--- config.mk ---
export PLATFORM = sky130hd
export DESIGN_NAME = gamepad_slot_conditioner
export DESIGN_NICKNAME = d
export VERILOG_FILES = /design/src/rtl/gsc_pkg.sv /design/src/rtl/gsc_div.sv /design/src/rtl/gsc_datapath.sv /design/src/rtl/gsc_ctrl.sv /design/src/rtl/gamepad_slot_conditioner.sv
export VERILOG_INCLUDE_DIRS = /design/src /design/src/rtl
export SDC_FILE = /design/constraint.sdc
export NUM_CORES = 2
export LEC_CHECK = 0
export ABC_CLOCK_PERIOD_IN_PS = 13000
export BUFFER_PORTS_ARGS = -buffer_cell sky130_fd_sc_hd__buf_2
export CAP_MARGIN = 40
export CELL_PAD_IN_SITES_DETAIL_PLACEMENT = 1
export CELL_PAD_IN_SITES_GLOBAL_PLACEMENT = 1
export CORE_MARGIN = 2
export CORE_UTILIZATION = 35
export DETAILED_ROUTE_END_ITERATION = 10
export PLACE_DENSITY_LB_ADDON = 0.1
export SYNTH_ARGS = -nofsm -noshare
export SYNTH_HDL_FRONTEND = slang
export SYNTH_HIERARCHICAL = 1
export SYNTH_SLANG_ARGS = --single-unit
--- constraint.sdc ---
create_clock -name clk_i -period 13 [get_ports clk_i]
set_input_delay 3.25 -clock clk_i [delete_from_list [all_inputs] [get_ports clk_i]]
set_output_delay 3.25 -clock clk_i [all_outputs]
set_load 0.01 [all_outputs]
--- src/rtl/assert_macros.svh ---
// Assertion helpers shared by the RTL. Define ASSERT_OFF to compile them out.
`ifndef ASSERT_MACROS_SVH
`define ASSERT_MACROS_SVH
`ifndef ASSERT_OFF
// Consequent must hold in the same cycle as the antecedent.
`define ASSERT_IMPL(lbl, clk, rstn, ante, cons) \
  lbl: assert property (@(posedge clk) disable iff (!rstn) (ante) |-> (cons)) \
    else $error("same-cycle implication failed");
// Consequent must hold in the cycle after the antecedent.
`define ASSERT_NEXT(lbl, clk, rstn, ante, cons) \
  lbl: assert property (@(posedge clk) disable iff (!rstn) (ante) |=> (cons)) \
    else $error("next-cycle implication failed");
// Expression must hold at every clock edge out of reset.
`define ASSERT_ALWAYS(lbl, clk, rstn, expr) \
  lbl: assert property (@(posedge clk) disable iff (!rstn) (expr)) \
    else $error("invariant failed");
`else
`define ASSERT_IMPL(lbl, clk, rstn, ante, cons)
`define ASSERT_NEXT(lbl, clk, rstn, ante, cons)
`define ASSERT_ALWAYS(lbl, clk, rstn, expr)
`endif
`endif

--- src/rtl/gsc_pkg.sv ---
package gsc_pkg;

  // Number of controller slots with their own state.
  localparam int SLOTS = 4;
  localparam int SlotIdxW = (SLOTS > 1) ? $clog2(SLOTS) : 1;

  // Steering divider: one quotient bit per step, bit 15 flags overflow.
  localparam int DivSteps = 16;
  localparam int StepCntW = $clog2(DivSteps);

  localparam logic [14:0] FullScale = 15'h7FFF;
  localparam logic [15:0] NumScale  = 16'd65534;

  // Configuration register indexes.
  typedef enum logic [1:0] {
    CFG_STICK_DZ = 2'd0,
    CFG_STEER_DZ = 2'd1,
    CFG_TRIG_THR = 2'd2,
    CFG_COOLDOWN = 2'd3
  } cfg_idx_e;

  localparam logic [14:0] StickDzReset  = 15'd8192;
  localparam logic [14:0] SteerDzReset  = 15'd3932;
  localparam logic [7:0]  TrigThrReset  = 8'd48;
  localparam logic [7:0]  CooldownReset = 8'd60;

  // Commands from the controller to the datapath.
  typedef struct packed {
    logic load;
    logic mul;
    logic step;
    logic finish;
  } dp_cmd_t;

  // Maps the raw button word onto pad bit positions; bits 0, 7 and 8 are left clear.
  function automatic logic [16:0] remap_buttons(input logic [15:0] raw);
    logic [16:0] pad;
    pad       = '0;
    pad[1]    = raw[12];
    pad[2]    = raw[13];
    pad[3]    = raw[14];
    pad[4]    = raw[15];
    pad[5]    = raw[8];
    pad[6]    = raw[9];
    pad[9]    = raw[4];
    pad[10]   = raw[5];
    pad[11]   = raw[6];
    pad[12]   = raw[7];
    pad[13]   = raw[0];
    pad[14]   = raw[1];
    pad[15]   = raw[2];
    pad[16]   = raw[3];
    return pad;
  endfunction

endpackage

--- src/rtl/gsc_div.sv ---
module gsc_div import gsc_pkg::*; (
  input  logic        clk_i,
  input  logic        start_i,
  input  logic        step_i,
  input  logic [31:0] num_i,
  input  logic [14:0] den_i,
  output logic [15:0] quo_o
);

  logic [31:0] rem_q, rem_d;
  logic [31:0] dvs_q, dvs_d;
  logic [15:0] quo_q, quo_d;
  logic        fits;

  // Restoring division of num by twice den, most significant quotient bit first.
  assign fits = rem_q >= dvs_q;

  always_comb begin
    rem_d = rem_q;
    dvs_d = dvs_q;
    quo_d = quo_q;
    if (start_i) begin
      rem_d = num_i;
      dvs_d = {1'b0, den_i, 1'b0, 15'b0};
      quo_d = '0;
    end else if (step_i) begin
      if (fits) begin
        rem_d = rem_q - dvs_q;
      end
      dvs_d = {1'b0, dvs_q[31:1]};
      quo_d = {quo_q[14:0], fits};
    end
  end

  always_ff @(posedge clk_i) begin
    rem_q <= rem_d;
    dvs_q <= dvs_d;
    quo_q <= quo_d;
  end

  assign quo_o = quo_q;

endmodule

--- src/rtl/gsc_datapath.sv ---
module gsc_datapath import gsc_pkg::*; (
  input  logic        clk_i,
  input  logic        rst_ni,
  input  dp_cmd_t     cmd_i,
  input  logic        cfg_valid_i,
  input  logic [1:0]  cfg_index_i,
  input  logic [14:0] cfg_data_i,
  input  logic [2:0]  in_user_i,
  input  logic [63:0] in_data_i,
  output logic [3:0]  out_user_o,
  output logic [87:0] out_data_o
);

  // Configuration registers.
  logic [14:0] stick_dz_q;
  logic [14:0] steer_dz_q;
  logic [7:0]  trig_thr_q;
  logic [7:0]  cooldown_q;

  always_ff @(posedge clk_i or negedge rst_ni) begin
    if (!rst_ni) begin
      stick_dz_q <= StickDzReset;
      steer_dz_q <= SteerDzReset;
      trig_thr_q <= TrigThrReset;
      cooldown_q <= CooldownReset;
    end else if (cfg_valid_i) begin
      unique case (cfg_idx_e'(cfg_index_i))
        CFG_STICK_DZ: stick_dz_q <= cfg_data_i;
        CFG_STEER_DZ: steer_dz_q <= cfg_data_i;
        CFG_TRIG_THR: trig_thr_q <= cfg_data_i[7:0];
        CFG_COOLDOWN: cooldown_q <= cfg_data_i[7:0];
      endcase
    end
  end

  // Captured input word.
  logic [1:0]  slot_q;
  logic        ok_q;
  logic [15:0] raw_q;
  logic [7:0]  lt_q, rt_q;
  logic [15:0] tx_q, ty_q;

  always_ff @(posedge clk_i) begin
    if (cmd_i.load) begin
      slot_q <= in_user_i[1:0];
      ok_q   <= in_user_i[2];
      raw_q  <= in_data_i[15:0];
      lt_q   <= in_data_i[23:16];
      rt_q   <= in_data_i[31:24];
      tx_q   <= in_data_i[47:32];
      ty_q   <= in_data_i[63:48];
    end
  end

  // Magnitudes, squares and the steering numerator.
  logic [15:0] xm, ym;
  logic [31:0] xsq, ysq, rsq;
  logic [15:0] diff;
  logic [31:0] prod;
  logic [14:0] den;
  logic [31:0] num;

  assign xm   = tx_q[15] ? (~tx_q + 16'd1) : tx_q;
  assign ym   = ty_q[15] ? (~ty_q + 16'd1) : ty_q;
  assign xsq  = xm * xm;
  assign ysq  = ym * ym;
  assign rsq  = {17'b0, stick_dz_q} * {17'b0, stick_dz_q};
  assign diff = xm - {1'b0, steer_dz_q};
  assign prod = {16'b0, diff} * {16'b0, NumScale};
  assign den  = FullScale - steer_dz_q;
  assign num  = prod + {17'b0, den};

  logic [30:0] xsq_q, ysq_q, rsq_q;
  logic        steer_zero_q;

  always_ff @(posedge clk_i) begin
    if (cmd_i.mul) begin
      xsq_q        <= xsq[30:0];
      ysq_q        <= ysq[30:0];
      rsq_q        <= rsq[30:0];
      steer_zero_q <= xm <= {1'b0, steer_dz_q};
    end
  end

  logic [15:0] quo;

  gsc_div u_div (
    .clk_i  (clk_i),
    .start_i(cmd_i.mul),
    .step_i (cmd_i.step),
    .num_i  (num),
    .den_i  (den),
    .quo_o  (quo)
  );

  // Per-slot link state.
  logic                conn_q [SLOTS];
  logic [7:0]          cool_q [SLOTS];
  logic [SlotIdxW-1:0] idx;
  logic                in_range, cooling, sampled, connected;

  assign idx       = SlotIdxW'(slot_q);
  assign in_range  = 32'(slot_q) < 32'(SLOTS);
  assign cooling   = in_range && !conn_q[idx] && (cool_q[idx] != 8'd0);
  assign sampled   = in_range && !cooling;
  assign connected = sampled && ok_q;

  always_ff @(posedge clk_i or negedge rst_ni) begin
    if (!rst_ni) begin
      for (int i = 0; i < SLOTS; i++) begin
        conn_q[i] <= 1'b0;
        cool_q[i] <= 8'd0;
      end
    end else if (cmd_i.finish && in_range) begin
      if (cooling) begin
        cool_q[idx] <= cool_q[idx] - 8'd1;
      end else if (!ok_q) begin
        conn_q[idx] <= 1'b0;
        cool_q[idx] <= cooldown_q;
      end else begin
        conn_q[idx] <= 1'b1;
      end
    end
  end

  // Result fields of a good poll.
  logic [16:0] pad;
  logic        in_dz;
  logic [15:0] sx, sy;
  logic [14:0] steer_mag;
  logic [15:0] steer;

  always_comb begin
    pad    = remap_buttons(raw_q);
    pad[7] = lt_q > trig_thr_q;
    pad[8] = rt_q > trig_thr_q;
  end

  assign in_dz = ({1'b0, xsq_q} + {1'b0, ysq_q}) < {1'b0, rsq_q};
  assign sx    = in_dz ? 16'd0 : tx_q;
  assign sy    = in_dz ? 16'd0 :
                 (ty_q == 16'h8000) ? 16'h7FFF : (~ty_q + 16'd1);

  // A full-scale deadzone or a quotient past full scale saturates.
  assign steer_mag = ((&steer_dz_q) || quo[15]) ? FullScale : quo[14:0];
  assign steer     = steer_zero_q ? 16'd0 :
                     tx_q[15] ? (~{1'b0, steer_mag} + 16'd1) : {1'b0, steer_mag};

  // Result register.
  logic [3:0]  out_user_q;
  logic [87:0] out_data_q;

  always_ff @(posedge clk_i) begin
    if (cmd_i.finish) begin
      out_user_q <= {connected, sampled, slot_q};
      if (connected) begin
        out_data_q <= {7'b0, lt_q, rt_q, steer, sy, sx, pad};
      end else begin
        out_data_q <= '0;
      end
    end
  end

  assign out_user_o = out_user_q;
  assign out_data_o = out_data_q;

endmodule

--- src/rtl/gsc_ctrl.sv ---
module gsc_ctrl import gsc_pkg::*; (
  input  logic    clk_i,
  input  logic    rst_ni,
  input  logic    in_valid_i,
  output logic    in_ready_o,
  output logic    out_valid_o,
  input  logic    out_ready_i,
  output dp_cmd_t cmd_o
);

  typedef enum logic [1:0] {
    ST_IDLE,
    ST_MUL,
    ST_DIV,
    ST_DONE
  } state_e;

  state_e              state_q, state_d;
  logic [StepCntW-1:0] cnt_q, cnt_d;
  logic                out_valid_q, out_valid_d;
  logic                out_free;

  // The result register may be written when empty or being drained.
  assign out_free = !out_valid_q || out_ready_i;

  always_comb begin
    cmd_o        = '0;
    cmd_o.load   = (state_q == ST_IDLE) && in_valid_i;
    cmd_o.mul    = state_q == ST_MUL;
    cmd_o.step   = state_q == ST_DIV;
    cmd_o.finish = (state_q == ST_DONE) && out_free;
  end

  // Next state, step count and result-valid flag.
  always_comb begin
    state_d     = state_q;
    cnt_d       = cnt_q;
    out_valid_d = out_valid_q && !out_ready_i;
    unique case (state_q)
      ST_IDLE: begin
        if (in_valid_i) begin
          state_d = ST_MUL;
        end
      end
      ST_MUL: begin
        cnt_d   = '0;
        state_d = ST_DIV;
      end
      ST_DIV: begin
        cnt_d = cnt_q + StepCntW'(1);
        if (cnt_q == StepCntW'(DivSteps - 1)) begin
          state_d = ST_DONE;
        end
      end
      ST_DONE: begin
        if (out_free) begin
          out_valid_d = 1'b1;
          state_d     = ST_IDLE;
        end
      end
    endcase
  end

  always_ff @(posedge clk_i or negedge rst_ni) begin
    if (!rst_ni) begin
      state_q     <= ST_IDLE;
      cnt_q       <= '0;
      out_valid_q <= 1'b0;
    end else begin
      state_q     <= state_d;
      cnt_q       <= cnt_d;
      out_valid_q <= out_valid_d;
    end
  end

  assign in_ready_o  = state_q == ST_IDLE;
  assign out_valid_o = out_valid_q;

endmodule

--- src/rtl/gamepad_slot_conditioner.sv ---
// Conditions one poll of one controller slot per input word.
// Input stream: s_axis_* carries the poll; tuser holds the slot and the poll
// status, tdata the raw buttons, both triggers and both stick axes.
// Output stream: m_axis_* carries exactly one result word per poll: slot,
// sampled and connected flags in tuser, pad buttons, deadzoned stick,
// steering, throttle and brake in tdata.
// Configuration: cfg_valid_i with cfg_index_i and cfg_data_i writes one of the
// deadzone, threshold and cooldown registers; cfg_ready_o is always high.
// Write configuration only while no poll is in flight.
// Sequence: the edge that accepts the word moves to a multiply state, then the
// 16-step restoring divider does the steering rescale, then a finish state writes
// the result register and raises m_axis_tvalid; s_axis_tready is low meanwhile.
// The result waits in an output register, so a stalled receiver does not
// hold off the next poll; only a second finished result waits for it.
// Reset restores the register defaults and marks every slot disconnected
// with no cooldown pending.
`include "assert_macros.svh"

module gamepad_slot_conditioner import gsc_pkg::*; (
  input  logic        clk_i,
  input  logic        rst_ni,
  input  logic        s_axis_tvalid,
  output logic        s_axis_tready,
  input  logic [63:0] s_axis_tdata,  // raw_buttons, left_trigger, right_trigger, thumb_x, thumb_y
  input  logic [2:0]  s_axis_tuser,  // slot, poll_ok
  output logic        m_axis_tvalid,
  input  logic        m_axis_tready,
  output logic [87:0] m_axis_tdata,  // pad_buttons, stick_x, stick_y, steer, throttle, brake
  output logic [3:0]  m_axis_tuser,  // out_slot, sampled, connected
  input  logic        cfg_valid_i,
  output logic        cfg_ready_o,
  input  logic [1:0]  cfg_index_i,
  input  logic [14:0] cfg_data_i
);

  dp_cmd_t cmd;

  assign cfg_ready_o = 1'b1;

  // Sequencing of one poll.
  gsc_ctrl u_ctrl (
    .clk_i      (clk_i),
    .rst_ni     (rst_ni),
    .in_valid_i (s_axis_tvalid),
    .in_ready_o (s_axis_tready),
    .out_valid_o(m_axis_tvalid),
    .out_ready_i(m_axis_tready),
    .cmd_o      (cmd)
  );

  // Arithmetic, slot state and result register.
  gsc_datapath u_datapath (
    .clk_i      (clk_i),
    .rst_ni     (rst_ni),
    .cmd_i      (cmd),
    .cfg_valid_i(cfg_valid_i),
    .cfg_index_i(cfg_index_i),
    .cfg_data_i (cfg_data_i),
    .in_user_i  (s_axis_tuser),
    .in_data_i  (s_axis_tdata),
    .out_user_o (m_axis_tuser),
    .out_data_o (m_axis_tdata)
  );

  // Checks on the sequencing.
  `ASSERT_NEXT(a_busy_after_accept, clk_i, rst_ni, s_axis_tvalid && s_axis_tready, !s_axis_tready)
  `ASSERT_NEXT(a_valid_after_finish, clk_i, rst_ni, cmd.finish, m_axis_tvalid)
  `ASSERT_IMPL(a_finish_into_free, clk_i, rst_ni, cmd.finish, !m_axis_tvalid || m_axis_tready)
  `ASSERT_ALWAYS(a_one_command, clk_i, rst_ni, $onehot0({cmd.load, cmd.mul, cmd.step, cmd.finish}))

endmodule
==> results.yml <==
sta:
  finalHoldViolations: 0
  rsz0062_at_grt: "no"
  skew_ns: 0.04225
  whs_ns: 0.4777
  slew_headroom: 0.3345
  tightestPinTransition_ns: 0.9982
  period_share: 0.8405
  slew_viol_final: 0
  setup_viol: 0
  timing.fmax_mhz: 91.52
  tns_ns: 0
  period_minus_slack_ns: 10.93
finish:
  n_fill_cell: 14970
  final_cells: 6702
  final_cell_mix: "inv_1 (915), fa_1 (566), ha_1 (512)"
  drive_gt1_frac: 0.09291
  nets: 6062
  multi_input_area_mm2: 0.03121
  layout_commonest_cell: "inv_1"
  seq_area_mm2: 0.01147
  area_growth_pct: 10.85
  final_cell_area_mm2: 0.05163
worst_setup_path:
  crit_required_ns: 13.42
  r2r-start: "u_datapath/tx_q[5]$_DFFE_PP_"
  path_class: "flip-flop to flip-flop"
  cp_slowest_cell: "or4_4"
  timing.reg2reg.setup_slack_ns: 2.07
  arrival_ns: 11.35
  cpPeakStageDelay_ns: 0.58
  rr_worst_depth: 36
  endpoint_kind: "flip-flop"
  path_common_cell: "fa_1"
  worstReg2RegEnd: "u_datapath/u_div/rem_q[31]$_DFFE_PP_"
  critPathMaxFanout: 15
  setup.worst_path.start_class: "flip-flop"
hold_path:
  hold-path-endpoint: "u_datapath/cool_q[8]$_DFFE_PN0P_"
  worstHoldPathCells: 2
  hold_path.class: "flip-flop to flip-flop"
  hp-start: "u_datapath/cool_q[8]$_DFFE_PN0P_"
floorplanning:
  start_util: 0.3534
  die_y_um: 368.8
  die_w_um: 368.8
  coreArea_mm2: 0.1318
  fp.dieArea_mm2: 0.1360
  ioPinCount: 184
  row_count: 133
logic_synthesis:
  synth-compound-area-share: 0.09593
  synth_simple_gate_area_frac: 0.1107
  syn-cell-area_mm2: 0.04658
  avgSynthCellArea_um2: 9.895
  ys_types: 103
  synth-edff-count: 286
  synth_flop_cell: "edfxtp_1"
  ys_seq_elements: 407
  yosys_warnings: 6
  seq_area_frac_synth: 0.2464
  synth-xor-area-share: 0.05150
  muxShareOfSynthArea: 0.02700
  synth_fa_ha_area_frac: 0.3820
  synth_top_family_by_area: "adder cells"
  async_reset_ff_frac: 0.2187
  syn_inst: 4707
drt:
  wl_per_cell_um: 18.91
  drc: 0
  drt-vias-per-instance: 4.896
  num_vias: 32810
  drtAntennaViolNets: 0
  drtIter0Drc: 1486
  dr.pass1.iters: 5
  routed_wirelength_um: 126700
placed_design:
  place.gp.congestion: 0.8236
  dpl_cell_area_mm2: 0.04966
  hpwl_um: 105000
  dp.cells: 6591
  port_buffers: 172
clock_network:
  h-tree-depth: 2
  clkLatencyLatePin_ns: 0.68
  post-cts-setup-buffers: 0
  cts_hold_buf: 0
  cts_tree: "yes"
  cts_root_buffer: "clkbuf_16"
  cts_sinks: 407
  clock_path_buffers: 3
  cts_inserted_buffers: 55
  cts-resized-gates: 0
  clk_pin_slew_ns: 0.06
global_route:
  grt_pass1_vias: 35620
  grt_overflow_total: 0
  grt_pass1_wl_um: 203500
  grt_use_total: 0.1913
  grt_max_degree: 178
  antenna_found_initial: 9
status:
  status: "completed"
job:
  maxCapViolCount: 0
[cells by family (layout without fill, tap and decap cells)]
group / after synthesis / in the layout
other: 3 / 28
AND/OR/NAND/NOR: 1099 / 1099
buffers and inverters: 1046 / 1261
XOR/XNOR: 273 / 273
multiplexers: 108 / 108
AO/OA/AOI/OAI: 688 / 688
flip-flops: 407 / 407
adder cells (fa/ha/maj): 1083 / 1083
[critical path, delay by kind of cell (launching register included)]
family | cells | cell delay (ns)
and+or+nand+nor | 9 | 2.27
DFF | 1 | 0.46
xor gates and xnor gates | 5 | 1.21
buffers and inverters | 4 | 0.85
adders and majority gates | 8 | 3.73
AOI/OAI and AO/OA | 10 | 2.13
[worst max path at each step]
stage,from,endpoint,depth (start not counted)
global route,u_datapath/tx_q[0]$_DFFE_PP_,u_datapath/u_div/rem_q[31]$_DFFE_PP_,39
CTS,u_datapath/tx_q[5]$_DFFE_PP_,u_datapath/u_div/rem_q[31]$_DFFE_PP_,36
floorplan,u_datapath/tx_q[0]$_DFFE_PP_,u_datapath/u_div/rem_q[31]$_DFFE_PP_,38
detailed placement,u_datapath/tx_q[5]$_DFFE_PP_,u_datapath/u_div/rem_q[31]$_DFFE_PP_,36
finish,u_datapath/tx_q[5]$_DFFE_PP_,u_datapath/u_div/rem_q[31]$_DFFE_PP_,36
global placement,u_datapath/tx_q[5]$_DFFE_PP_,u_datapath/u_div/rem_q[31]$_DFFE_PP_,36
[through the flow]
step | setup slack (ns) | util
finish | 2.074 | 0.3918
global route | 1.162 | 0.3917
CTS | 2.047 | 0.3916
detailed placement | 2.079 | 0.3768
global placement | 2.146 | 0.3762
floorplan | 3.200 | -
[area by class of cell]
class / instances / area share
multi-input cells: 3272 / 0.6044
flip-flops and latches: 407 / 0.2222
inverters: 937 / 0.06812
well taps: 1755 / 0.04253
clock buffers: 71 / 0.02920
repair buffers: 220 / 0.02448
clock inverters: 33 / 0.008700
diodes: 7 / 0.0003393
[synthesized netlist by cell type (35+ instances only)]
cell / number / area share
mux2i_1: 39 / 0.0084
clkbuf_1: 74 / 0.0060
nor3_1: 50 / 0.0054
xor2_1: 98 / 0.018
inv_1: 915 / 0.074
o21a_1: 35 / 0.0056
a21oi_1: 200 / 0.021
mux2_2: 60 / 0.015
nor2_1: 331 / 0.027
xnor2_1: 174 / 0.033
nand3_1: 43 / 0.0046
ha_1: 514 / 0.14
edfxtp_1: 286 / 0.18
and3_1: 51 / 0.0069
o21ai_0: 147 / 0.016
fa_1: 566 / 0.24
and2_1: 115 / 0.015
a21o_1: 92 / 0.015
nand2_1: 353 / 0.028
dfrtp_1: 74 / 0.040
[registers in the layout (all words and copies together), names as in the netlist, 8 cells and up, named ones only]
name / flops
u_datapath/raw_q: 14
u_datapath/steer_dz_q: 15
u_datapath/trig_thr_q: 8
u_datapath/ty_q: 16
u_datapath/out_data_o: 80
u_datapath/ysq_q: 30
u_datapath/u_div/dvs_q: 31
u_datapath/rsq_q: 29
u_datapath/cooldown_q: 8
u_datapath/rt_q: 8
u_datapath/stick_dz_q: 15
u_datapath/lt_q: 8
u_datapath/xsq_q: 30
u_datapath/u_div/quo_o: 16
u_datapath/cool_q: 32
u_datapath/tx_q: 16
u_datapath/u_div/rem_q: 32
[per-layer routing]
layer / part of all wire / vias to the layer above / global-route usage
met4: 0.015 / 0 / 0.03375
met2: 0.45 / 371 / 0.3044
li1: - / 15690 / -
met1: 0.50 / 16660 / 0.2830
met3: 0.033 / 87 / 0.02002
met5: 0 / - / 0
Power is left out: the tool's default activity adds up to more than one toggle a clock period on the data nets, which glitch-free logic cannot reach.
